[src/pvm_pkg.sv]
// ----------------------------------------------------------------------------
// pvm_pkg
// Shared types and constants of the sample voice mixer.
// ----------------------------------------------------------------------------
package pvm_pkg;

  typedef enum logic [2:0] {
    CMD_WRITE = 3'd0,
    CMD_START = 3'd1,
    CMD_STOP  = 3'd2,
    CMD_PAUSE = 3'd3,
    CMD_TICK  = 3'd4
  } cmd_e;

  typedef enum logic [1:0] {
    ST_OK       = 2'd0,
    ST_NO_VOICE = 2'd1,
    ST_BAD_ADDR = 2'd2
  } status_e;

  typedef enum logic [3:0] {
    E_IDLE,
    E_EXEC,
    E_VCHK,
    E_MOD,
    E_BASE,
    E_RED,
    E_RD1,
    E_RD2,
    E_MUL,
    E_ACC,
    E_SC1,
    E_SC2,
    E_SC3,
    E_SC4
  } eng_state_t;

  typedef struct packed {
    cmd_e               op;
    logic [15:0]        addr;
    logic signed [15:0] value;
    logic [15:0]        start;
    logic [15:0]        len;
    logic [23:0]        step;
    logic [7:0]         sid;
    logic [15:0]        key;
    logic               instr;
    logic               loop;
  } cmd_item_t;

  typedef struct packed {
    logic signed [15:0] sample;
    logic               chan;
    logic               audio;
    status_e            status;
    logic               last;
  } res_t;

  // queue depth on both sides of the engine
  localparam int QDEPTH = 4;
  // width of a frame word index before wrapping: (start + index) * channels
  localparam int FW = 18;
  // channel accumulator width, room for 64 full scale voices
  localparam int ACCW = 40;
  // accumulator lanes in hardware
  localparam int NCH_HW = 2;

endpackage

[src/pvm_front.sv]
// ----------------------------------------------------------------------------
// pvm_front
// Command intake: takes words, drops unused codes, queues decoded commands.
// ----------------------------------------------------------------------------
module pvm_front (
  input  logic                clk,
  input  logic                rst,
  input  logic                push,
  output logic                full,
  input  logic [2:0]          cmd,
  input  logic [15:0]         sample_addr,
  input  logic signed [15:0]  sample_value,
  input  logic [15:0]         start_frame,
  input  logic [15:0]         length_frames,
  input  logic [23:0]         step_ratio,
  input  logic [7:0]          sound_id,
  input  logic [15:0]         pitch_key,
  input  logic                is_instrument,
  input  logic                loop_enable,
  output logic                avail,
  input  logic                pop,
  output pvm_pkg::cmd_item_t  head
);
  import pvm_pkg::*;

  localparam int PW = $clog2(QDEPTH);

  cmd_item_t       q [QDEPTH];
  logic [PW-1:0]   wp;
  logic [PW-1:0]   rp;
  logic [PW:0]     cnt;
  logic            keep;
  logic            take;
  cmd_item_t       item;

  assign full  = (cnt == (PW+1)'(QDEPTH));
  assign avail = (cnt != '0);
  assign head  = q[rp];
  // unused codes are taken and dropped here
  assign keep  = push && !full && (cmd <= CMD_TICK);
  assign take  = pop && avail;

  always_comb begin
    item.op    = cmd_e'(cmd);
    item.addr  = sample_addr;
    item.value = sample_value;
    item.start = start_frame;
    item.len   = length_frames;
    item.step  = step_ratio;
    item.sid   = sound_id;
    item.key   = pitch_key;
    item.instr = is_instrument;
    item.loop  = loop_enable;
  end

  always_ff @(posedge clk) begin
    if (keep) begin
      q[wp] <= item;
    end
  end

  always_ff @(posedge clk) begin
    if (rst) begin
      wp  <= '0;
      rp  <= '0;
      cnt <= '0;
    end else begin
      if (keep) begin
        wp <= wp + 1'b1;
      end
      if (take) begin
        rp <= rp + 1'b1;
      end
      cnt <= cnt + (PW+1)'(keep) - (PW+1)'(take);
    end
  end

endmodule

[config.mk]
export PLATFORM = sky130hd
export DESIGN_NAME = pvm_front
export DESIGN_NICKNAME = d
export VERILOG_FILES = /design/src/pvm_pkg.sv /design/src/pvm_front.sv
export SDC_FILE = /design/constraint.sdc
export NUM_CORES = 1
export LEC_CHECK = 0
export ABC_AREA = 0
export BUFFER_PORTS_ARGS = -buffer_cell sky130_fd_sc_hd__buf_2
export CAP_MARGIN = 20
export CORE_AREA = 8 8 232 234
export CTS_CLUSTER_SIZE = 8
export DETAILED_ROUTE_END_ITERATION = 6
export DIE_AREA = 0 0 240 242
export PLACE_DENSITY = 0.57
export SLEW_MARGIN = 20
export SYNTH_ARGS = -nofsm -noshare
export SYNTH_HDL_FRONTEND = slang
export SYNTH_SLANG_ARGS = --single-unit
export TNS_END_PERCENT = 30
[constraint.sdc]
create_clock -name clk -period 2.7 [get_ports clk]
set_input_delay 0.27 -clock clk [delete_from_list [all_inputs] [get_ports clk]]
set_output_delay 0.27 -clock clk [all_outputs]
set_load 0.05 [all_outputs]
## Word-level counts from Yosys, hierarchy flattened

Memory sizes are Yosys's and may differ from the RTL's. A register that Yosys moved wholly into a read port is not among the register bits.
Index checks and enable logic that the tools add are counted.
Widths: inputs -> output; s select.

- Register bits after elaboration: 7
- Memory bits (writable): 468
- Bits of input ports: 121
- Output and inout port bits: 119
- Word-level logic and storage cells: 19
- Memories kept: 1

- Add/subtract/negate cells: 4
- Order comparisons: 1
- Eq/ne operators: 1
- Mux-type cells: 4
- Reduce and logical (&&, ||, !) cells: 5

Memory list:

| memory | depth | bits a word | rd ports | clocked after Yosys merged registers in | wr ports | line | RTL |
|---|---|---|---|---|---|---|---|
| q | 4 | 117 | 1 | 1 | 1 | pvm_front.sv:28 | `cmd_item_t q [QDEPTH];` |

Operator list:

| operator | number |
|---|---|
| $add 2x1->2 const B | 2 |
| $mux 2 | 2 |
| $add 3x1->3 | 1 |
| $eq 3x3->1 const B | 1 |
| $le 3x3->1 const B | 1 |
| $logic_and 1x1->1 | 3 |
| $reduce_bool 3->1 | 1 |
| $sub 3x1->3 | 1 |
| $mux 1 | 2 |
| $logic_not 1->1 | 1 |

## Depth between registers and ports, before layout

Gate-level depths: netlist of the first run.

- Depth in word-level cells: 6
- Depth in mapped cells: 8
- Gate-level depth less buffers: 8

## Worst setup path before layout of the first run

Ideal clock, no wire load.

- Path kind: flip-flop to flip-flop
- Start: reg cnt[2]
- End: mem q[0][0] (netlist name), enable pin
- Library setup time: 0.426 ns
- Arrival: 2.416 ns
- Required time: 2.274 ns
- Slack: -0.142 ns
- Stages on the path, launching flop included: 5
- Buffers on the path: 1
- Period minus slack after synthesis: 2.842 ns
- Cell sequence: dfxtp_1 > nor3b_2 > and3b_1 > buf_6 > and2_2

- Cells in the longest elaborated chain, start to end: 6

Ends and longest elaborated chain:

| element | line | RTL |
|---|---|---|
| start: declaration | pvm_front.sv:31 | `logic [PW:0] cnt;` |
| start signal: assignment | pvm_front.sv:74 | `cnt <= cnt + (PW+1)'(keep) - (PW+1)'(take);` |
| $eq 3x3->1 | pvm_front.sv:36 | `assign full = (cnt == (PW+1)'(QDEPTH));` |
| named net full | pvm_front.sv:9 | `output logic full,` |
| $logic_not 1->1 | pvm_front.sv:40 | `assign keep = push && !full && (cmd <= CMD_TICK);` |
| $logic_and 1x1->1 (2 in series) | pvm_front.sv:40 |  |
| named net keep | pvm_front.sv:32 | `logic keep;` |
| $mux 1 | pvm_front.sv:57 | `if (keep) begin` |
| $mux 1 (implied by the code) | pvm_front.sv:58 | `q[wp] <= item;` |
| end: declaration | pvm_front.sv:28 |  |

The timed path passes the listed nets, and every way through them passes these cells.

==> results.yml, run 1 <==
clock_tree:
  cts_root_buf: "clkbuf_16"
  cts_tree: "done"
  clkLatencyLatePin_ns: 0.57
  path_clk_slew_ns: 0.06
  h-tree-depth: 3
  cts_sinks: 477
  cts_resized: 0
  clock_path_buffers: 3
  numCtsBuffers: 70
place:
  hpwl_mm: 23.6
  port_buffers: 239
  place_congestion: 0.694
  postPlaceCellArea_sq_um: 19800
global_routing:
  gr-usage-all-layers: 0.132
  grt_max_degree: 52
  grt_pass1_wl_mm: 57.9
  antenna_found_initial: 3
  gr-total-overflow: 0
  grt_pass1_vias: 9587
power:
  p_leak_nw: 7.79
  power_switching_share: 0.318
  p_comb_frac: 0.284
  clkPwrFrac: 0.339
  pwr-share-seq: 0.377
  peakVddDrop_mv: 0.804
  switchingPower_mw: 7.40
  p_int_mw: 15.9
  cellPowerDensity_nw_per_um2: 1010
floorplan:
  die_h_um: 242
  die_x_um: 240
  row_count: 83
  io_pins: 240
  start_util: 0.344
  die_area_sq_um: 58100
  coreArea_sq_um: 50500
final_layout:
  syn_to_final_growth_pct: 32.6
  post-route-cell-area_sq_um: 23000
  fillers: 4284
  drive_gt1_frac: 0.435
  nets: 1234
drt:
  drt-wirelength-per-cell_um: 20.9
  firstDrtPassIters: 4
  drtIter0Drc: 528
  via_per_inst: 4.66
  wl_mm: 37.8
  drc: 0
  vias: 8411
  drtAntennaViolNets: 0
timing:
  rsz0062_at_grt: "no"
  final-setup-viol-count: 0
  max_freq_mhz: 418
  relSlewSlack: 0.712
  post-route-min-period_ns: 2.39
  tightest_slew_ns: 0.427
  final_hold_viol_count: 0
  tns_ns: 0
  fin_skew_ns: 0.0281
  maxSlewViolCount: 0
  period_share: 0.886
logic_synthesis:
  synthDistinctLibCells: 24
  synth_nets: 789
  synth-seq-area-share: 0.821
  synth_edf_count: 468
  yosys-top-cells-count: "edfxtp_1, mux4_2, buf_2"
  synth.avg_cell_area_sq_um: 26.2
  synthArstFlopShare: 0
  synth.top_cell.area_share: 0.810
  synth_flop_cell: "edfxtp_1"
  yosysMostFrequentCell: "edfxtp_1"
  synth_top_area_cell: "edfxtp_1"
  synth_seq_cells: 477
  synthCells: 661
  synth_area_leaders: "edfxtp_1, mux4_2, dfxtp_1"
  yosys_warnings: 0
  netlist_area_sq_um: 17300
critical_path:
  worstPathRequired_ns: 2.43
  cp-end-kind: "output port"
  startpoint_type: "flop"
  worstSetupPathType: "reg2out"
  critPathMaxFanout: 19
  path_delay_family: "buffers and inverters"
  cpPeakStageDelay_ns: 0.56
  critPathBufInv: 3
  crit_top_cell: "buf_12"
  worst_path_max_delay_cell: "mux4_2"
  reg2reg_slack_ns: 0.56
  arrival_ns: 2.12
  path_cells: "buf_12 > buf_12 > mux4_2 > buf_2"
min_path:
  hp-class: "in2reg"
run:
  cap_violations: 0
outcome:
  status: "finished clean"
## worst register-to-register path: stages, from the launching register on
cell and delay, ns:
dfxtp_1 0.37, o31a_2 0.38, ha_1 0.28, inv_1 0.04, ha_1 0.18, fa_1 0.40, xnor2_1 0.17, xnor2_1 0.14
nor2_1 0.05
## registers in the layout (all words and copies together), names as in the netlist, named ones only
signal / count
cnt: 3
wp: 2
rp: 2
q: 468
## per-layer routing
metal | vias up | wire length (um) | track usage
li1 | 3736 | - | -
met1 | 4393 | 15500 | 0.160
met2 | 227 | 18800 | 0.218
met3 | 53 | 2760 | 0.0433
met4 | 2 | 705 | 0.0450
met5 | - | 8 | 0
## cells in the final DEF, fill, tap and decap left out, types with 2 or more instances in the layout
cell type / instances
edfxtp_1: 468
buf_2: 239
dlygate4sd3_1: 118
mux4_2: 117
clkbuf_16: 75
buf_12: 22
buf_4: 22
clkbuf_1: 9
dfxtp_1: 7
inv_1: 6
nor2_1: 6
ha_1: 6
and2_4: 4
xnor2_1: 3
diode_2: 2
nor2b_1: 2
nand2b_1: 2
dfxtp_4: 2
clkinv_1: 2
## final timing paths
kind,end,cells after the start,start
worst max-delay path,head[51],4,flop
worst min-delay path,rp[0],4,pop
worst max register to register,cnt[2],8,cnt[1]
worst min register to register,wp[1],2,wp[1]
## timing repair
item	4_1_cts	5_1_grt
hold endpoints to repair	473	0
hold buffers	118	0
setup buffers	4	0
setup endpoints to repair	2	0
## layout make-up
cell class	instances	area (sq um)	area share
Clock buffer	84	1910	0.0831
Clock inverter	5	66.3	0.00288
Tap cell	680	851	0.0370
Sequential cell	477	14200	0.619
Timing Repair Buffer	401	2980	0.130
Inverter	6	22.5	0.000979
Antenna cell	2	5.00	0.000218
Multi-Input combinational cell	150	2930	0.127
## cells by family (layout without fill, tap and decap cells)
logic type,Yosys count,count (layout),share of synthesized area
buffers and inverters,34,496,0.0111
adders and majority gates,7,7,0.00548
and+or+nand+nor,17,17,0.00613
xor gates and xnor gates,4,4,0.00202
DFF,477,477,0.821
muxes,119,119,0.153
AOI/OAI and AO/OA,3,3,0.00137
other,0,2,0
## metrics by stage
step,setup slack [ns],power (mW),cells,utilization,hold slack (ns)
global placement,0.481,15.4,1592,0.392,0.483
detailed placement,0.496,15.4,1592,0.392,0.488
finish,0.307,23.3,1805,0.456,0.134
global route,0.202,24.2,1804,0.456,0.114
CTS,0.218,23.7,1803,0.456,0.0825
floorplan,-0.142,13.7,661,-,0.369
## power by group through the flow
stage | clock (mW) | combinational [mW] | sequential (mW)
floorplan | 0 | 4.84 | 8.87
global placement | 0 | 6.42 | 8.98
detailed placement | 0 | 6.44 | 9.00
CTS | 8.13 | 6.77 | 8.78
global route | 8.42 | 6.97 | 8.81
finish | 7.89 | 6.60 | 8.78
No activity file was read; power rests on OpenSTA's default activity.
==> run 2, diff against run 1 <==
--- a/config.mk
+++ b/config.mk
@@ -8,11 +8,11 @@
 export ABC_AREA = 0
 export BUFFER_PORTS_ARGS = -buffer_cell sky130_fd_sc_hd__buf_2
 export CAP_MARGIN = 20
-export CORE_AREA = 8 8 232 234
+export CORE_AREA = 8 8 194 196
 export CTS_CLUSTER_SIZE = 8
 export DETAILED_ROUTE_END_ITERATION = 6
-export DIE_AREA = 0 0 240 242
-export PLACE_DENSITY = 0.57
+export DIE_AREA = 0 0 202 204
+export PLACE_DENSITY = 0.76
 export SLEW_MARGIN = 20
 export SYNTH_ARGS = -nofsm -noshare
 export SYNTH_HDL_FRONTEND = slang
==> results.yml, run 2 (synthesis results as in run 1) <==
outcome:
  status: "finished clean"
clock_tree:
  path_clk_slew_ns: 0.05
  h-tree-depth: 3
  cts_tree: "done"
  cts_sinks: 477
  numCtsBuffers: 69
  cts_setup_buffers: 0
  clock_path_buffers: 3
  clkLatencyLatePin_ns: 0.54
  cts_root_buf: "clkbuf_16"
drt:
  vias: 8380
  drc: 0
  dr_wl_met3_mm: 2.56
  firstDrtPassIters: 4
  routed.top_layer: "met4"
  wl_mm: 35.9
  via_per_inst: 5.37
  wl_met2_mm: 18.8
  drtIter0Drc: 476
  wl_met1_mm: 13.9
  drt-wirelength-per-cell_um: 23.0
  drtAntennaViolNets: 0
critical_path:
  r2r-end: "cnt[2]"
  worstPathRequired_ns: 2.43
  path_cells: "buf_12 > mux4_2 > buf_2"
  path_delay_family: "multiplexers"
  startpoint_type: "flop"
  worstSetupPathType: "reg2out"
  r2r_start: "cnt[1]"
  cp-end-kind: "output port"
  rr_worst_depth: 8
  critPathBufInv: 2
  arrival_ns: 2.22
  worst_path_max_delay_cell: "mux4_2"
  critPathMaxFanout: 56
  cpPeakStageDelay_ns: 0.61
  reg2reg_slack_ns: 0.53
final_layout:
  final_cell_mix: "edfxtp_1, buf_2, dlygate4sd3_1"
  syn_to_final_growth_pct: 28.7
  nets: 1207
  top_regs: "q: 468 flops, cnt: 3 flops"
  largest_reg_flops: 468
  post-route-util: 0.642
  layout_commonest_cell: "edfxtp_1"
  top_register: "q"
  drive_gt1_frac: 0.416
  post-route-cell-area_sq_um: 22300
min_path:
  min_from: "pop"
  hp-class: "in2reg"
  whs_path_depth: 4
place:
  postPlaceCellArea_sq_um: 19300
  pre_cts_ws_ns: 0.524
  place_congestion: 0.701
  hpwl_mm: 20.9
  port_buffers: 239
timing:
  worst_slack_ns: 0.206
  final-setup-viol-count: 0
  final_hold_viol_count: 0
  relSlewSlack: 0.661
  max_freq_mhz: 401
  post-route-min-period_ns: 2.49
  tightest_slew_ns: 0.509
  period_share: 0.924
  fin_skew_ns: 0.0212
  maxSlewViolCount: 0
  tns_ns: 0
  rsz0062_at_grt: "no"
global_routing:
  antenna_found_initial: 2
  gr-total-overflow: 0
  grt_pass1_vias: 9280
  grt_max_degree: 60
  grt_pass1_wl_mm: 55.3
  gr-usage-all-layers: 0.176
run:
  cap_violations: 0
power:
  p_leak_nw: 7.57
  total_power_mw: 22.5
  cellPowerDensity_nw_per_um2: 1010
  peakVddDrop_mv: 0.829
floorplan:
  io_pins: 240
  start_util: 0.499
  coreArea_sq_um: 34800
  die_h_um: 204
  die_x_um: 202
  die_area_sq_um: 41200
  row_count: 69
run 2: cell count changes in the layout (fill, tap and decap cells not counted), sizes merged:
cell	delta
clkinv	-2
buf	-26
clkbuf	+4
inv	-1
bufinv	-1
run 2: timing repair:
item                                   CTS  global route
gates resized for setup                  0             0
endpoints found under the hold margin  474             0
hold buffers                           118             0
run 2: per-layer routing:
| metal | track usage | vias up |
|---|---|---|
| li1 | - | 3670 |
| met1 | 0.215 | 4348 |
| met2 | 0.302 | 313 |
| met3 | 0.0477 | 49 |
| met4 | 0.0569 | 0 |
| met5 | 0 | - |
run 2: worst reg2reg max path: stages, from the launching register on:
cell and delay, ns:
dfxtp_1 0.36, o31a_2 0.39, ha_1 0.29, inv_1 0.04
ha_1 0.18, fa_1 0.41, xnor2_1 0.18, xnor2_1 0.16
nor2_1 0.06
run 2: worst max path at each step:
stage,to,slack (ns),depth (start not counted)
after global placement,cnt[2],0.57,8
after detailed placement,cnt[2],0.52,8
after floorplan,q[0][0],-0.14,4
final,head[0],0.21,3
after CTS,head[0],0.15,3
after global routing,head[0],0.07,3
run 2: per-stage QoR:
step	std cells	hold slack (ns)
5_1_grt	1560	0.215
3_3_place_gp	1351	0.482
4_1_cts	1558	0.142
6_report	1560	0.173
3_5_place_dp	1351	0.486
2_1_floorplan	661	0.369
run 2: power by group:
part,switching (mW),leakage (nW),internal (mW)
clock,2.73,0.900,4.67
sequential,0.162,4.33,8.64
combinational,4.27,2.34,2.03
run 2: area by class of cell:
type,count,area [sq um]
flip-flops and latches,477,14200
clock buffers,88,1840
repair buffers,375,2710
well taps,461,577
diodes,2,5.00
multi-input cells,150,2930
fillers,2250,12500
clock inverters,1,8.76
inverters,6,22.5
