==> src/pvm_pkg.sv <==
// ----------------------------------------------------------------------------
// pvm_pkg
// Shared types and constants of the sample voice mixer.
// ----------------------------------------------------------------------------
package pvm_pkg;

  typedef enum logic [2:0] {
    CMD_WRITE = 3'd0,
    CMD_START = 3'd1,
    CMD_STOP  = 3'd2,
    CMD_PAUSE = 3'd3,
    CMD_TICK  = 3'd4
  } cmd_e;

  typedef enum logic [1:0] {
    ST_OK       = 2'd0,
    ST_NO_VOICE = 2'd1,
    ST_BAD_ADDR = 2'd2
  } status_e;

  typedef enum logic [3:0] {
    E_IDLE,
    E_EXEC,
    E_VCHK,
    E_MOD,
    E_BASE,
    E_RED,
    E_RD1,
    E_RD2,
    E_MUL,
    E_ACC,
    E_SC1,
    E_SC2,
    E_SC3,
    E_SC4
  } eng_state_t;

  typedef struct packed {
    cmd_e               op;
    logic [15:0]        addr;
    logic signed [15:0] value;
    logic [15:0]        start;
    logic [15:0]        len;
    logic [23:0]        step;
    logic [7:0]         sid;
    logic [15:0]        key;
    logic               instr;
    logic               loop;
  } cmd_item_t;

  typedef struct packed {
    logic signed [15:0] sample;
    logic               chan;
    logic               audio;
    status_e            status;
    logic               last;
  } res_t;

  // queue depth on both sides of the engine
  localparam int QDEPTH = 4;
  // width of a frame word index before wrapping: (start + index) * channels
  localparam int FW = 18;
  // channel accumulator width, room for 64 full scale voices
  localparam int ACCW = 40;
  // accumulator lanes in hardware
  localparam int NCH_HW = 2;

endpackage

==> src/pvm_outq.sv <==
// ----------------------------------------------------------------------------
// pvm_outq
// Result queue between the engine and the output port.
// ----------------------------------------------------------------------------
module pvm_outq (
  input  logic           clk,
  input  logic           rst,
  input  logic           wr,
  input  pvm_pkg::res_t  wdata,
  output logic           full,
  input  logic           pop,
  output logic           empty,
  output pvm_pkg::res_t  head
);
  import pvm_pkg::*;

  localparam int PW = $clog2(QDEPTH);

  res_t          q [QDEPTH];
  logic [PW-1:0] wp;
  logic [PW-1:0] rp;
  logic [PW:0]   cnt;
  logic          put;
  logic          take;

  assign full  = (cnt == (PW+1)'(QDEPTH));
  assign empty = (cnt == '0);
  assign head  = q[rp];
  assign put   = wr && !full;
  assign take  = pop && !empty;

  always_ff @(posedge clk) begin
    if (put) begin
      q[wp] <= wdata;
    end
  end

  always_ff @(posedge clk) begin
    if (rst) begin
      wp  <= '0;
      rp  <= '0;
      cnt <= '0;
    end else begin
      if (put) begin
        wp <= wp + 1'b1;
      end
      if (take) begin
        rp <= rp + 1'b1;
      end
      cnt <= cnt + (PW+1)'(put) - (PW+1)'(take);
    end
  end

`ifndef SYNTH
  a_cnt_bound: assert property (@(posedge clk) disable iff (rst)
    cnt <= (PW+1)'(QDEPTH))
    else $error("result queue count beyond depth");
`endif

endmodule

==> config.mk <==
export PLATFORM = sky130hd
export DESIGN_NAME = pvm_outq
export DESIGN_NICKNAME = d
export VERILOG_FILES = /design/src/pvm_pkg.sv /design/src/pvm_outq.sv
export SDC_FILE = /design/constraint.sdc
export NUM_CORES = 1
export LEC_CHECK = 0
export BUFFER_PORTS_ARGS = -buffer_cell sky130_fd_sc_hd__buf_2
export CAP_MARGIN = 20
export CORE_MARGIN = 8
export CORE_UTILIZATION = 50
export CTS_CLUSTER_SIZE = 14
export DETAILED_ROUTE_END_ITERATION = 8
export PLACE_DENSITY = 0.71
export SYNTH_ARGS = -nofsm -noshare
export SYNTH_HDL_FRONTEND = slang
export SYNTH_SLANG_ARGS = --single-unit
==> constraint.sdc <==
create_clock -name clk -period 2.8 [get_ports clk]
set_input_delay 0.28 -clock clk [delete_from_list [all_inputs] [get_ports clk]]
set_output_delay 0.28 -clock clk [all_outputs]
set_load 0.02 [all_outputs]
---- Yosys cells after proc, flatten, opt, wreduce, memory -nomap -nowiden ----
Memory sizes are Yosys's and may differ from the RTL's. A register that Yosys moved wholly into a read port is not among the register bits.
Index checks and enable logic that the tools add are counted.
storage, ports and cells
  bits in registers ....................... 7
  bits in latches ......................... 0
  RAM bits ................................ 84
  ROM bits ................................ 0
  input bits .............................. 25
  output and inout port bits .............. 23
  logic and storage cells ................. 18
  memories ................................ 1
memory list
  memory  words  bits a word  rd ports  clocked after memory_dff  write ports  line            source
  q       4      21           1         1                         1            pvm_outq.sv:19  res_t q [QDEPTH];
cells by class
  $add $sub $neg .......................... 4
  multipliers ............................. 0
  divide/modulo/power cells ............... 0
  order comparisons ....................... 0
  equal/unequal tests ..................... 1
  shift operators ......................... 0
  mux-type cells .......................... 4
  bitwise gates (word level) .............. 0
  reduce and logical (&&, ||, !) cells .... 5
operators by type and width
  operator                                      number
  adder 2 x 1 -> 2 bit (second input constant)  2
  two-way mux 2 bit                             2
  adder 3 x 1 -> 3 bit                          1
  equality test 3 bit (second input constant)   1
  logical NOT 3 bit                             1
  subtractor 3 x 1 -> 3 bit                     1
  logical AND 1 bit                             2
  logical NOT 1 bit                             2
  two-way mux 1 bit                             2

---- Longest topological paths before layout ----
Gate-level depths: netlist of run 1.
  word-level depth ........................ 5
  depth in mapped cells ................... 10

---- Worst setup path before layout of run 1 ----
Ideal clock, no wire load.
  kind .................................... register to register
  from .................................... register cnt[2]
  to ...................................... register cnt[2]
  arrival ................................. 2.067 ns
  slack ................................... 0.608 ns
  cell stages (with the launch flop) ...... 11
  buffers on the path ..................... 0
  period minus slack after synthesis ...... 2.192 ns
  cells stage by stage .................... dfxtp_1 -> nor3b_2 -> nor2_1 -> inv_1 -> ha_1 -> inv_1 -> ha_1 -> fa_1 -> xnor2_1 -> xnor2_1 -> nor2_1
on the way
  longest elaborated chain between the ends .. 5
  elaborated cells on any way between the ends .. 8
  classes of those cells .................. add/sub: 2; eq/ne: 1; reduce/logical: 5
RTL lines
  what                       line            source
  from (decl)                pvm_outq.sv:22  logic [PW:0] cnt;
  from (signal assigned)     pvm_outq.sv:50  cnt <= cnt + (PW+1)'(put) - (PW+1)'(take);
  equality test 3 bit        pvm_outq.sv:26  assign full = (cnt == (PW+1)'(QDEPTH));
  via full                   pvm_outq.sv:10  output logic full,
  logical NOT 1 bit          pvm_outq.sv:29  assign put = wr && !full;
  logical AND 1 bit          pvm_outq.sv:29
  adder 3 x 1 -> 3 bit       pvm_outq.sv:50
  subtractor 3 x 1 -> 3 bit  pvm_outq.sv:50
The timed path passes the listed nets, and every way through them passes these cells.
A chain may end at the register's enable or synchronous reset.

---- Worst setup path in the final report of run 1 ----
  from .................................... register cnt[1]
  to ...................................... register cnt[2]
on the way
  longest elaborated chain between the ends .. 5
  elaborated cells on any way between the ends .. 8
  classes of those cells .................. add/sub: 2; eq/ne: 1; reduce/logical: 5
RTL lines
  what                         line
  equality test 3 bit          pvm_outq.sv:26
  logical NOT 1 bit            pvm_outq.sv:29
  logical AND 1 bit            pvm_outq.sv:29
  adder 3 x 1 -> 3 bit         pvm_outq.sv:50
  subtractor 3 x 1 -> 3 bit *  pvm_outq.sv:50
Every way passes the cells marked *; elsewhere a longest branch is shown, timed or not.

==> Flow_metrics.wiki, run 1 <==
{| class="wikitable"
! Metric !! Value
|-
| Syn nets || 192
|-
| Max Cap Viol || 0
|-
| Slowest cell on the critical path || sky130_fd_sc_hd__dfxtp_1
|-
| Maximum number of pins on one net before global-route repair || 22
|-
| Core ar. || 6790 µm²
|-
| Antenna violations before repair || 0
|-
| Port bufs || 47
|-
| Achievable Freq || 0.434 GHz
|-
| DRC Markers || 0
|-
| Vertical die dimension || 99.7 µm
|-
| I/O pins || 48
|-
| Skew-Pair Late Insertion Delay || 0.34 ns
|-
| Die Footprint || 9940 µm²
|-
| H-tree lvl count || 3
|-
| Overall routing resource usage || 0.123
|-
| Crit path cell chain || nor3b_2 > nor2_1 > inv_1 > ha_1 > inv_1 > ha_1 > fa_1 > xnor2_1 > xnor2_1 > nor2_1
|-
| Sequential element share of the synthesized area || 0.771
|-
| Status || finished clean
|-
| Pre-antenna DRT Iters || 4
|-
| Number of core rows || 30
|-
| Classification of the worst setup path || reg2reg
|-
| Setup TNS after final layout || 0 ns
|-
| Drt initial violations || 65
|-
| Detailed Route WL || 5700 µm
|-
| Count of clock tree sinks || 93
|-
| Kind of capture point of the worst setup path || flip-flop
|-
| Leakage power figure || 1.41 nW
|-
| Crit start category || flip-flop
|-
| Number of buffers inserted to repair setup after CTS || 0
|-
| Cell count after synthesis || 160
|-
| Worst vdd rail ir drop || 0.608 mV
|-
| Die width || 99.7 µm
|-
| Fin. max-slew vios || 0
|-
| Worst hold path class || in2reg
|-
| Clock period minus worst slack || 2.31 ns
|-
| Effective utilization at floorplan || 0.516
|-
| Gates resized, CTS repair || 0
|-
| Filler Cell Count || 507
|-
| Weighted congestion reported at the end of routability-driven placement || 0.731
|-
| Worst Path Max Fanout || 6
|-
| Seq cells post-synth || 93
|-
| Synth-to-Final Area Change || 15.7%
|-
| Final worst-path cycle share || 0.824
|-
| Inserted Clock Buffers || 9
|-
| Buffer type at the clock tree root || sky130_fd_sc_hd__clkbuf_8
|-
| Synthesis warning total || 0
|-
| DR vias || 1599
|-
| Count of different cell masters after synthesis || 23
|-
| PnR Total Power || 0.00351 W
|-
| Count of antenna-violating nets left after detailed routing || 0
|-
| Antenna diode instance count || 0
|-
| Layout cell share with drive strength beyond 1 || 0.395
|-
| Wire length of the first global-routing pass || 9110 µm
|-
| Power per standard cell area || 866 nW/µm²
|-
| Endpoints failing hold || 0
|-
| CTS tree || built
|-
| Via count of the first global-routing pass || 1780
|-
| DP Wirelength || 3750 µm
|-
| End-of-flow core utilization || 0.597
|-
| Final setup viols || 0
|-
| Avg Cell Area, Syn || 21.9 µm²
|-
| Netlist Area Pre-Place || 3500 µm²
|-
| Clock skew after layout || 0.00651 ns
|-
| Worst EP required || 3.04 ns
|-
| Worst relative slew slack || 0.727
|-
| Via density per instance || 5.01
|-
| Data arrival time of the critical path || 2.54 ns
|-
| Clock Path Buffers || 2
|-
| Crit path buffers/inverters || 2
|-
| Largest stage delay on the critical path || 0.44 ns
|-
| Clock transition at path regs || 0.08 ns
|-
| Wire length per cell after detailed routing || 17.9 µm
|-
| Total of hold buffers inserted after clock tree synthesis || 0
|-
| Final nets || 251
|-
| Largest delay share family, worst path || adder cells
|-
| Slew @ Worst Pin || 0.408 ns
|-
| Overflow left after global routing || 0
|-
| Setup repair after global routing missed its margin || no
|}
## power by group
part           leakage (nW)  internal (W)  switching (W)
combinational         0.476      0.000431       0.000505
clock                0.0875      0.000409       0.000408
sequential            0.844       0.00167      0.0000889
## stage by stage
stage / hold slack, ns / cell area, µm² / cells / setup WS (ns)
floorplan: 0.379 / 3500 / 160 / 0.608
global placement: 0.473 / 3880 / 304 / 0.584
detailed placement: 0.478 / 3880 / 304 / 0.488
CTS: 0.133 / 4060 / 319 / 0.476
global route: 0.128 / 4060 / 319 / 0.263
finish: 0.149 / 4060 / 319 / 0.493
## final timing paths
kind                            depth (start not counted)                from           endpoint  slack (ns)
worst min-delay path                                    1            wdata[6]  q[3][6]$_DFFE_PP_        0.15
worst max-delay path                                   10   cnt[1]$_SDFF_PP0_  cnt[2]$_SDFF_PP0_        0.49
worst max register to register                         10   cnt[1]$_SDFF_PP0_  cnt[2]$_SDFF_PP0_        0.49
worst min register to register                          2  rp[1]$_SDFFE_PP0P_          flip-flop        0.50
## logic make-up after synthesis
family | Yosys count | share of synthesized area
compound gates | 5 | 0.00786
xor+xnor | 3 | 0.00750
fa+ha+maj | 7 | 0.0271
buf+inv | 13 | 0.0189
flops | 93 | 0.771
mux | 22 | 0.138
simple gates | 17 | 0.0296
## registers in the layout (all words and copies together) (netlist names), named ones only
name,cells
cnt,3
q,84
rp,2
wp,2
## area by class of cell
type                    instances  area, µm²  area share
inverters                       8       30.0     0.00740
multi-input cells              54        736       0.181
repair buffers                 53        293      0.0722
clock inverters                 2       35.0     0.00864
well taps                      96        120      0.0296
clock buffers                  13        139      0.0342
flip-flops and latches         93       2700       0.667
## worst register-to-register path, stage by stage (launching register included)
cell and delay, ns:
sky130_fd_sc_hd__dfxtp_1 0.44, sky130_fd_sc_hd__nor3b_2 0.10, sky130_fd_sc_hd__nor2_1 0.30, sky130_fd_sc_hd__inv_1 0.09, sky130_fd_sc_hd__ha_1 0.30, sky130_fd_sc_hd__inv_1 0.04
sky130_fd_sc_hd__ha_1 0.18, sky130_fd_sc_hd__fa_1 0.38, sky130_fd_sc_hd__xnor2_1 0.19, sky130_fd_sc_hd__xnor2_1 0.14, sky130_fd_sc_hd__nor2_1 0.05
## synthesized netlist by cell type
cell type                  count  area share
sky130_fd_sc_hd__nand2b_1      2      0.0036
sky130_fd_sc_hd__inv_1         8      0.0086
sky130_fd_sc_hd__nor3_2        1      0.0029
sky130_fd_sc_hd__edfxtp_1     84        0.72
sky130_fd_sc_hd__nor2b_1       2      0.0036
sky130_fd_sc_hd__mux4_2       21        0.13
sky130_fd_sc_hd__mux2i_1       1      0.0029
sky130_fd_sc_hd__o21ai_0       2      0.0029
sky130_fd_sc_hd__fa_1          1      0.0057
sky130_fd_sc_hd__nand2_1       1      0.0011
sky130_fd_sc_hd__buf_6         2      0.0064
sky130_fd_sc_hd__buf_2         2      0.0029
sky130_fd_sc_hd__nor3b_2       1      0.0036
sky130_fd_sc_hd__a21oi_1       2      0.0029
sky130_fd_sc_hd__ha_1          6       0.021
sky130_fd_sc_hd__or3_1         2      0.0036
sky130_fd_sc_hd__nor2_1        4      0.0043
sky130_fd_sc_hd__dfxtp_1       9       0.051
sky130_fd_sc_hd__o31ai_1       1      0.0021
sky130_fd_sc_hd__xor2_1        1      0.0025
sky130_fd_sc_hd__and2_1        4      0.0071
sky130_fd_sc_hd__xnor2_1       2      0.0050
sky130_fd_sc_hd__clkbuf_1      1      0.0011
## per-layer routing
metal / up-vias / GRT usage / wire (µm)
li1: 752 / - / -
met1: 806 / 0.134 / 2320
met2: 36 / 0.214 / 3030
met3: 5 / 0.0447 / 275
met4: 0 / 0.0454 / 67
met5: - / 0 / 0
## cells in the final DEF (no fill, tap or decap), drive strengths merged, types with 4 or more instances in the layout
| cell | count |
|---|---|
| mux4 | 21 |
| dfxtp | 9 |
| edfxtp | 84 |
| buf | 53 |
| clkbuf | 13 |
| ha | 6 |
| nor2 | 4 |
| and2 | 4 |
| inv | 8 |
Power figures use the tool's default switching activity.
==> run 2: changes to the inputs <==
--- a/config.mk
+++ b/config.mk
@@ -11,7 +11,7 @@
 export CORE_UTILIZATION = 50
 export CTS_CLUSTER_SIZE = 14
 export DETAILED_ROUTE_END_ITERATION = 8
-export PLACE_DENSITY = 0.71
+export PLACE_DENSITY = 0.74
 export SYNTH_ARGS = -nofsm -noshare
 export SYNTH_HDL_FRONTEND = slang
 export SYNTH_SLANG_ARGS = --single-unit
==> constraint.sdc (replaced) <==
create_clock -name clk -period 2 [get_ports clk]
set_input_delay 0.2 -clock clk [delete_from_list [all_inputs] [get_ports clk]]
set_output_delay 0.2 -clock clk [all_outputs]
set_load 0.02 [all_outputs]
==> run 2 against run 1 <==
  * Global-route usage grew 0.092 points
  * Largest power group unchanged
  * Total power rose by 44%
  * Clock skew is 0.0023 ns higher
  * Highest routed layer unchanged
  * Non-clock buffer count rose by 8
  * Sequential power up 39%
==> Flow_metrics.wiki, run 2 (synthesis results as in run 1) <==
{| class="wikitable"
! Metric !! Value
|-
| Sw power || 0.00145 W
|-
| Clock transition at path regs || 0.09 ns
|-
| Power per standard cell area || 1210 nW/µm²
|-
| Buffer type at the clock tree root || sky130_fd_sc_hd__clkbuf_8
|-
| DR vias || 1638
|-
| Worst r2r src || cnt[2]$_SDFF_PP0_
|-
| Effective utilization at floorplan || 0.516
|-
| Worst EP required || 2.23 ns
|-
| Slew @ Worst Pin || 0.306 ns
|-
| CTS tree || built
|-
| Largest register by flop count || q
|-
| Antenna violations before repair || 0
|-
| Kind of capture point of the worst setup path || flip-flop
|-
| Combinational share of power || 0.284
|-
| Via count of the first global-routing pass || 1765
|-
| Count of clock tree sinks || 93
|-
| Crit path from || cnt[2]$_SDFF_PP0_
|-
| Number of core rows || 30
|-
| Clock skew after layout || 0.00881 ns
|-
| Worst relative slew slack || 0.796
|-
| Fin. max-slew vios || 0
|-
| Max Cap Viol || 0
|-
| DP Wirelength || 3830 µm
|-
| Weighted congestion reported at the end of routability-driven placement || 0.691
|-
| Worst hold path class || in2reg
|-
| Pre-antenna DRT Iters || 4
|-
| Maximum number of pins on one net before global-route repair || 22
|-
| Inserted Clock Buffers || 9
|-
| Final worst-path cycle share || 0.977
|-
| I/O pins || 48
|-
| Clock Path Buffers || 2
|-
| Slowest cell on the critical path || sky130_fd_sc_hd__dfxtp_4
|-
| Switching portion of total power || 0.288
|-
| Launch point of the worst hold path || wdata[4]
|-
| Drt initial violations || 54
|-
| H-tree lvl count || 3
|-
| Endpoints failing hold || 0
|-
| Vertical die dimension || 99.7 µm
|-
| Skew-Pair Late Insertion Delay || 0.34 ns
|-
| Classification of the worst setup path || reg2reg
|-
| Internal power of the cells || 0.00360 W
|-
| Port bufs || 47
|-
| Final setup viols || 0
|-
| Leakage power figure || 1.47 nW
|-
| Detailed Route WL || 5600 µm
|-
| Wire length per cell after detailed routing || 17.1 µm
|-
| Crit path cell chain || o31ai_4 > inv_1 > ha_1 > inv_1 > ha_2 > fa_2 > xnor2_2 > xnor2_1 > nor2_1
|-
| Total of hold buffers inserted after clock tree synthesis || 0
|-
| Flop pwr share || 0.484
|-
| Die Footprint || 9940 µm²
|-
| Top cell by count, worst path || sky130_fd_sc_hd__inv_1
|-
| Biggest regs || q x84, cnt x3
|-
| Achievable Freq || 0.512 GHz
|-
| Via density per instance || 5.01
|-
| Wire length of the first global-routing pass || 9220 µm
|-
| Commonest non-fill, non-tap cell in the layout || sky130_fd_sc_hd__edfxtp_1
|-
| Status || finished clean
|-
| Part of the total power dissipated in the clock network || 0.232
|-
| DRC Markers || 0
|-
| Crit start category || flip-flop
|-
| Count of antenna-violating nets left after detailed routing || 0
|-
| Worst vdd rail ir drop || 0.658 mV
|-
| Overflow left after global routing || 0
|-
| Antenna diode instance count || 0
|-
| Layout cell share with drive strength beyond 1 || 0.468
|-
| Most frequent cells in the layout || sky130_fd_sc_hd__edfxtp_1, sky130_fd_sc_hd__buf_2, sky130_fd_sc_hd__mux4_2
|-
| Flip-flop count of the largest register, all copies and words added || 84
|-
| Clock period minus worst slack || 1.95 ns
|-
| Filler Cell Count || 497
|-
| Setup TNS after final layout || 0 ns
|-
| Overall routing resource usage || 0.124
|-
| Largest stage delay on the critical path || 0.37 ns
|-
| Final nets || 259
|-
| Die width || 99.7 µm
|-
| End-of-flow core utilization || 0.616
|-
| Core ar. || 6790 µm²
|-
| Data arrival time of the critical path || 2.19 ns
|-
| Setup repair after global routing missed its margin || yes
|-
| Worst Path Max Fanout || 4
|-
| Synth-to-Final Area Change || 19.5%
|}
run 2: per-stage QoR:
stage | power [W] | instance area, µm² | cells | hold slack, ns | worst slack, ns
global placement | 0.00389 | 3970 | 311 | 0.413 | 0.0000919
CTS | 0.00512 | 4190 | 327 | 0.0462 | 0.00212
finish | 0.00505 | 4190 | 327 | 0.0653 | 0.0457
detailed placement | 0.00391 | 3970 | 311 | 0.417 | -0.0531
global route | 0.00531 | 4190 | 327 | 0.0564 | -0.0568
floorplan | 0.00346 | 3520 | 160 | 0.299 | -0.0257
run 2: repair_timing:
action	CTS	global route
setup buffers	1	0
endpoints found under the setup margin	1	1
resized for setup	6	0
pin swaps	3	2
run 2: worst max-delay path: cells and delay by family (launching register included):
kind                     cells  cell delay [ns]
XOR/XNOR                     2             0.27
flip-flops                   1             0.37
AO/OA/AOI/OAI                1             0.26
AND/OR/NAND/NOR              1             0.05
adder cells (fa/ha/maj)      3             0.79
buffers and inverters        2             0.11
run 2: path summary, 6_finish.rpt:
kind                                            to  slack (ns)  cells after the start
worst max-delay path             cnt[2]$_SDFF_PP0_        0.05                      9
worst max register to register   cnt[2]$_SDFF_PP0_        0.05                      9
worst min register to register  wp[1]$_SDFFE_PP0P_        0.51                      2
worst min-delay path             q[0][4]$_DFFE_PP_        0.07                      1
run 2: routing by layer:
layer,wire [µm],vias up,part of all wire,track usage
met1,2120,819,0.38,0.132
met4,87,0,0.016,0.0547
met5,0,-,0,0
met3,281,7,0.050,0.0412
met2,3110,36,0.56,0.219
li1,-,776,-,-
run 2: power groups by stage:
stage / clock network (W) / logic, W / registers (W)
after floorplan: 0 / 0.000995 / 0.00246
after global routing: 0.00128 / 0.00157 / 0.00246
after detailed placement: 0 / 0.00143 / 0.00248
final: 0.00117 / 0.00144 / 0.00244
after global placement: 0 / 0.00142 / 0.00247
after CTS: 0.00120 / 0.00147 / 0.00245
run 2: layout make-up:
class | instances | area, µm² | share of cell area
Clock buffer | 9 | 124 | 0.0296
Clock inverter | 6 | 65.1 | 0.0155
Inverter | 8 | 30.0 | 0.00717
Multi-Input combinational cell | 54 | 771 | 0.184
Sequential cell | 93 | 2710 | 0.648
Tap cell | 96 | 120 | 0.0287
Timing Repair Buffer | 61 | 365 | 0.0872
==> run 3: changes to the inputs <==
--- a/config.mk
+++ b/config.mk
@@ -5,13 +5,14 @@
 export SDC_FILE = /design/constraint.sdc
 export NUM_CORES = 1
 export LEC_CHECK = 0
+export ABC_AREA = 1
 export BUFFER_PORTS_ARGS = -buffer_cell sky130_fd_sc_hd__buf_2
 export CAP_MARGIN = 20
 export CORE_MARGIN = 8
 export CORE_UTILIZATION = 50
 export CTS_CLUSTER_SIZE = 14
 export DETAILED_ROUTE_END_ITERATION = 8
-export PLACE_DENSITY = 0.74
+export PLACE_DENSITY = 0.73
 export SYNTH_ARGS = -nofsm -noshare
 export SYNTH_HDL_FRONTEND = slang
 export SYNTH_SLANG_ARGS = --single-unit
==> constraint.sdc (replaced) <==
create_clock -name clk -period 1.6 [get_ports clk]
set_input_delay 0.16 -clock clk [delete_from_list [all_inputs] [get_ports clk]]
set_output_delay 0.16 -clock clk [all_outputs]
set_load 0.02 [all_outputs]
==> run 3 against run 2 <==
  * The run now ends with setup timing left
  * Via count rose by 51%
  * Largest power group is now combinational cells
  * Critical path type unchanged
  * Die area rose by 3.7%
  * Routed wire length increased by 61%
  * Non-clock buffer count rose by 16
  * Clock power grew 23%
  * Flip-flop and latch count unchanged
  * Global-route usage increased by 4.4 points
  * Synthesized area grew 4.5%
  * Clock-buffer cell count up 1
  * Core utilization rose by 9.0 points
==> Flow_metrics.wiki, run 3 <==
{| class="wikitable"
! Metric !! Value
|-
| Vertical die dimension || 102 µm
|-
| Hold Path Depth || 1
|-
| Internal power of the cells || 0.00508 W
|-
| Final worst-path cycle share || 1.12
|-
| Clock transition at path regs || 0.11 ns
|-
| Port bufs || 47
|-
| Clock period minus worst slack || 1.78 ns
|-
| Die Footprint || 10300 µm²
|-
| Die width || 102 µm
|-
| Power per standard cell area || 1580 nW/µm²
|-
| Worst vdd rail ir drop || 1.41 mV
|-
| Worst Path Max Fanout || 2
|-
| Synth top area cells || sky130_fd_sc_hd__edfxtp_1, sky130_fd_sc_hd__nor2_1, sky130_fd_sc_hd__dfxtp_1
|-
| Final setup viols || 22
|-
| Non-filler instance count after layout || 456
|-
| Setup repair after global routing missed its margin || yes
|-
| Largest register by flop count || q
|-
| Leakage power figure || 1.83 nW
|-
| Count of antenna-violating nets left after detailed routing || 0
|-
| Commonest non-fill, non-tap cell in the layout || sky130_fd_sc_hd__edfxtp_1
|-
| DR vias || 2478
|-
| Flip-flop count of the largest register, all copies and words added || 84
|-
| Wire length per cell after detailed routing || 19.7 µm
|-
| Post-route worst hold slack || 0.00329 ns
|-
| Flop pwr share || 0.395
|-
| Slew @ Worst Pin || 0.308 ns
|-
| Max Cap Viol || 0
|-
| DP Wirelength || 4210 µm
|-
| CTS tree || built
|-
| Avg Cell Area, Syn || 13.4 µm²
|-
| Fraction of registers with async set or reset after synthesis || 0
|-
| Synthesis warning total || 0
|-
| Most frequent cells in the layout || sky130_fd_sc_hd__edfxtp_1, sky130_fd_sc_hd__nor2_1, sky130_fd_sc_hd__buf_2
|-
| Achievable Freq || 0.560 GHz
|-
| Pre-antenna DRT Iters || 4
|-
| Buffer type at the clock tree root || sky130_fd_sc_hd__clkbuf_8
|-
| Share of the synthesized area in the top cell type || 0.689
|-
| Number of core rows || 31
|-
| Overall routing resource usage || 0.168
|-
| Layout cell share with drive strength beyond 1 || 0.485
|-
| Filler Cell Count || 459
|-
| Cell count after synthesis || 273
|-
| Violated checks || setup timing
|-
| # placed instances || 419
|-
| Sequential element share of the synthesized area || 0.738
|-
| Syn nets || 305
|-
| Leading area contributor after synthesis || sky130_fd_sc_hd__edfxtp_1
|-
| DRC Markers || 0
|-
| Crit start category || flip-flop
|-
| Worst relative slew slack || 0.795
|-
| Seq cells post-synth || 93
|-
| Maximum number of pins on one net before global-route repair || 22
|-
| Data arrival time of the critical path || 2.08 ns
|-
| Combinational share of power || 0.425
|-
| Via count of the first global-routing pass || 2525
|-
| Clock Path Buffers || 2
|-
| Worst EP required || 1.90 ns
|-
| Kind of capture point of the worst setup path || flip-flop
|-
| Drt initial violations || 176
|-
| Setup TNS after final layout || -1.03 ns
|-
| Cell with the most instances after synthesis || sky130_fd_sc_hd__edfxtp_1
|-
| Via density per instance || 5.43
|-
| Fin. max-slew vios || 0
|-
| Part of the total power dissipated in the clock network || 0.180
|-
| Skew-Pair Late Insertion Delay || 0.37 ns
|-
| Effective utilization at floorplan || 0.510
|-
| Worst hold path class || in2reg
|-
| Most used flip-flop cell after synthesis || sky130_fd_sc_hd__edfxtp_1
|-
| Endpoints failing hold || 0
|-
| Antenna violations before repair || 0
|-
| Inserted Clock Buffers || 9
|-
| Classification of the worst setup path || reg2reg
|-
| Wire length of the first global-routing pass || 12800 µm
|-
| Post-route worst setup slack || -0.185 ns
|-
| Count of different cell masters after synthesis || 20
|-
| Switching portion of total power || 0.365
|-
| Antenna diode instance count || 0
|-
| Clock skew after layout || 0.0191 ns
|-
| Commonest cells in the netlist || sky130_fd_sc_hd__edfxtp_1, sky130_fd_sc_hd__nor2_1, sky130_fd_sc_hd__o21ai_0, sky130_fd_sc_hd__o21ai_1, sky130_fd_sc_hd__o22ai_1
|-
| Overflow left after global routing || 0
|-
| Netlist Area Pre-Place || 3660 µm²
|-
| Weighted congestion reported at the end of routability-driven placement || 0.744
|-
| Sw power || 0.00292 W
|-
| Biggest regs || q x84, cnt x3
|-
| Detailed Route WL || 9000 µm
|-
| Core ar. || 7180 µm²
|-
| Final nets || 384
|-
| Count of clock tree sinks || 93
|-
| Synth-to-Final Area Change || 38.5%
|-
| Number of cells traversed by the worst register-to-register path || 10
|-
| I/O pins || 48
|-
| Number of flops mapped to enable cells by yosys || 84
|-
| Status || complete, but fails checks
|-
| H-tree lvl count || 3
|-
| End-of-flow core utilization || 0.707
|}
-- run 3: cell count changes after synthesis, moves of 5 or more --
cell / before / now
sky130_fd_sc_hd__nor2_1: 4 / 53
sky130_fd_sc_hd__mux4_2: 21 / 0
sky130_fd_sc_hd__o21ai_0: 2 / 23
sky130_fd_sc_hd__o21ai_1: 0 / 19
sky130_fd_sc_hd__o22ai_1: 0 / 19
sky130_fd_sc_hd__inv_1: 8 / 17
sky130_fd_sc_hd__nand2_1: 1 / 10
sky130_fd_sc_hd__buf_6: 2 / 7
-- run 3: worst paths after layout --
check,startpoint,end,slack (ns)
worst min register to register,rp[0]$_SDFFE_PP0P_,rp[0]$_SDFFE_PP0P_,0.50
worst max register to register,cnt[0]$_SDFF_PP0_,cnt[1]$_SDFF_PP0_,-0.18
worst min-delay path,wdata[9],q[2][9]$_DFFE_PP_,0.003
worst max-delay path,cnt[0]$_SDFF_PP0_,cnt[1]$_SDFF_PP0_,-0.18
-- run 3: final cells by class --
type	count	area [µm²]	area share
flip-flops and latches	93	2710	0.534
inverters	20	98.8	0.0195
well taps	99	124	0.0244
clock buffers	10	128	0.0252
multi-input cells	147	1140	0.224
repair buffers	77	762	0.150
repair inverters	4	63.8	0.0126
clock inverters	6	47.5	0.00938
-- run 3: critical path, stage by stage (launching register included) --
cell	delay, ns
sky130_fd_sc_hd__dfxtp_2	0.34
sky130_fd_sc_hd__nor2_4	0.13
sky130_fd_sc_hd__nand2_2	0.09
sky130_fd_sc_hd__inv_4	0.07
sky130_fd_sc_hd__nor2_4	0.03
sky130_fd_sc_hd__ha_4	0.26
sky130_fd_sc_hd__inv_2	0.03
sky130_fd_sc_hd__ha_2	0.16
sky130_fd_sc_hd__fa_2	0.51
sky130_fd_sc_hd__inv_1	0.04
sky130_fd_sc_hd__nor2_1	0.08
-- run 3: cell families after synthesis --
group,count (synthesis),synth area share
buffers and inverters,33,0.0537
and+or+nand+nor,72,0.0786
DFF,93,0.738
adders and majority gates,7,0.0260
AOI/OAI and AO/OA,68,0.104
-- run 3: metal layers --
metal,track usage,routed length (µm),part of all wire
met1,0.180,3610,0.40
met2,0.290,4600,0.51
met3,0.0550,591,0.066
met4,0.0859,201,0.022
met5,0,0,0
-- run 3: what timing repair did --
action | 4_1_cts | 5_1_grt
endpoints found under the hold margin | 5 | 9
buffers inserted | 5 | 3
hold buffers | 2 | 3
resized for setup | 101 | 62
cloned | 10 | 0
pin swaps | 37 | 19
endpoints found under the setup margin | 23 | 24
-- run 3: power by group through the flow --
| stage | combinational [W] | clock (W) | sequential (W) |
|---|---|---|---|
| after floorplan | 0.00145 | 0 | 0.00311 |
| after global placement | 0.00208 | 0 | 0.00311 |
| after detailed placement | 0.00212 | 0 | 0.00312 |
| after CTS | 0.00305 | 0.00141 | 0.00313 |
| after global routing | 0.00364 | 0.00157 | 0.00318 |
| final | 0.00340 | 0.00144 | 0.00316 |
-- run 3: stage by stage --
step           area, µm²  power [W]  setup slack (ns)
3_3_place_gp        4080    0.00519            -0.149
4_1_cts             4780    0.00759            -0.185
3_5_place_dp        4080    0.00525            -0.230
5_1_grt             5070    0.00840            -0.259
6_report            5070    0.00801            -0.185
2_1_floorplan       3670    0.00456            -0.311
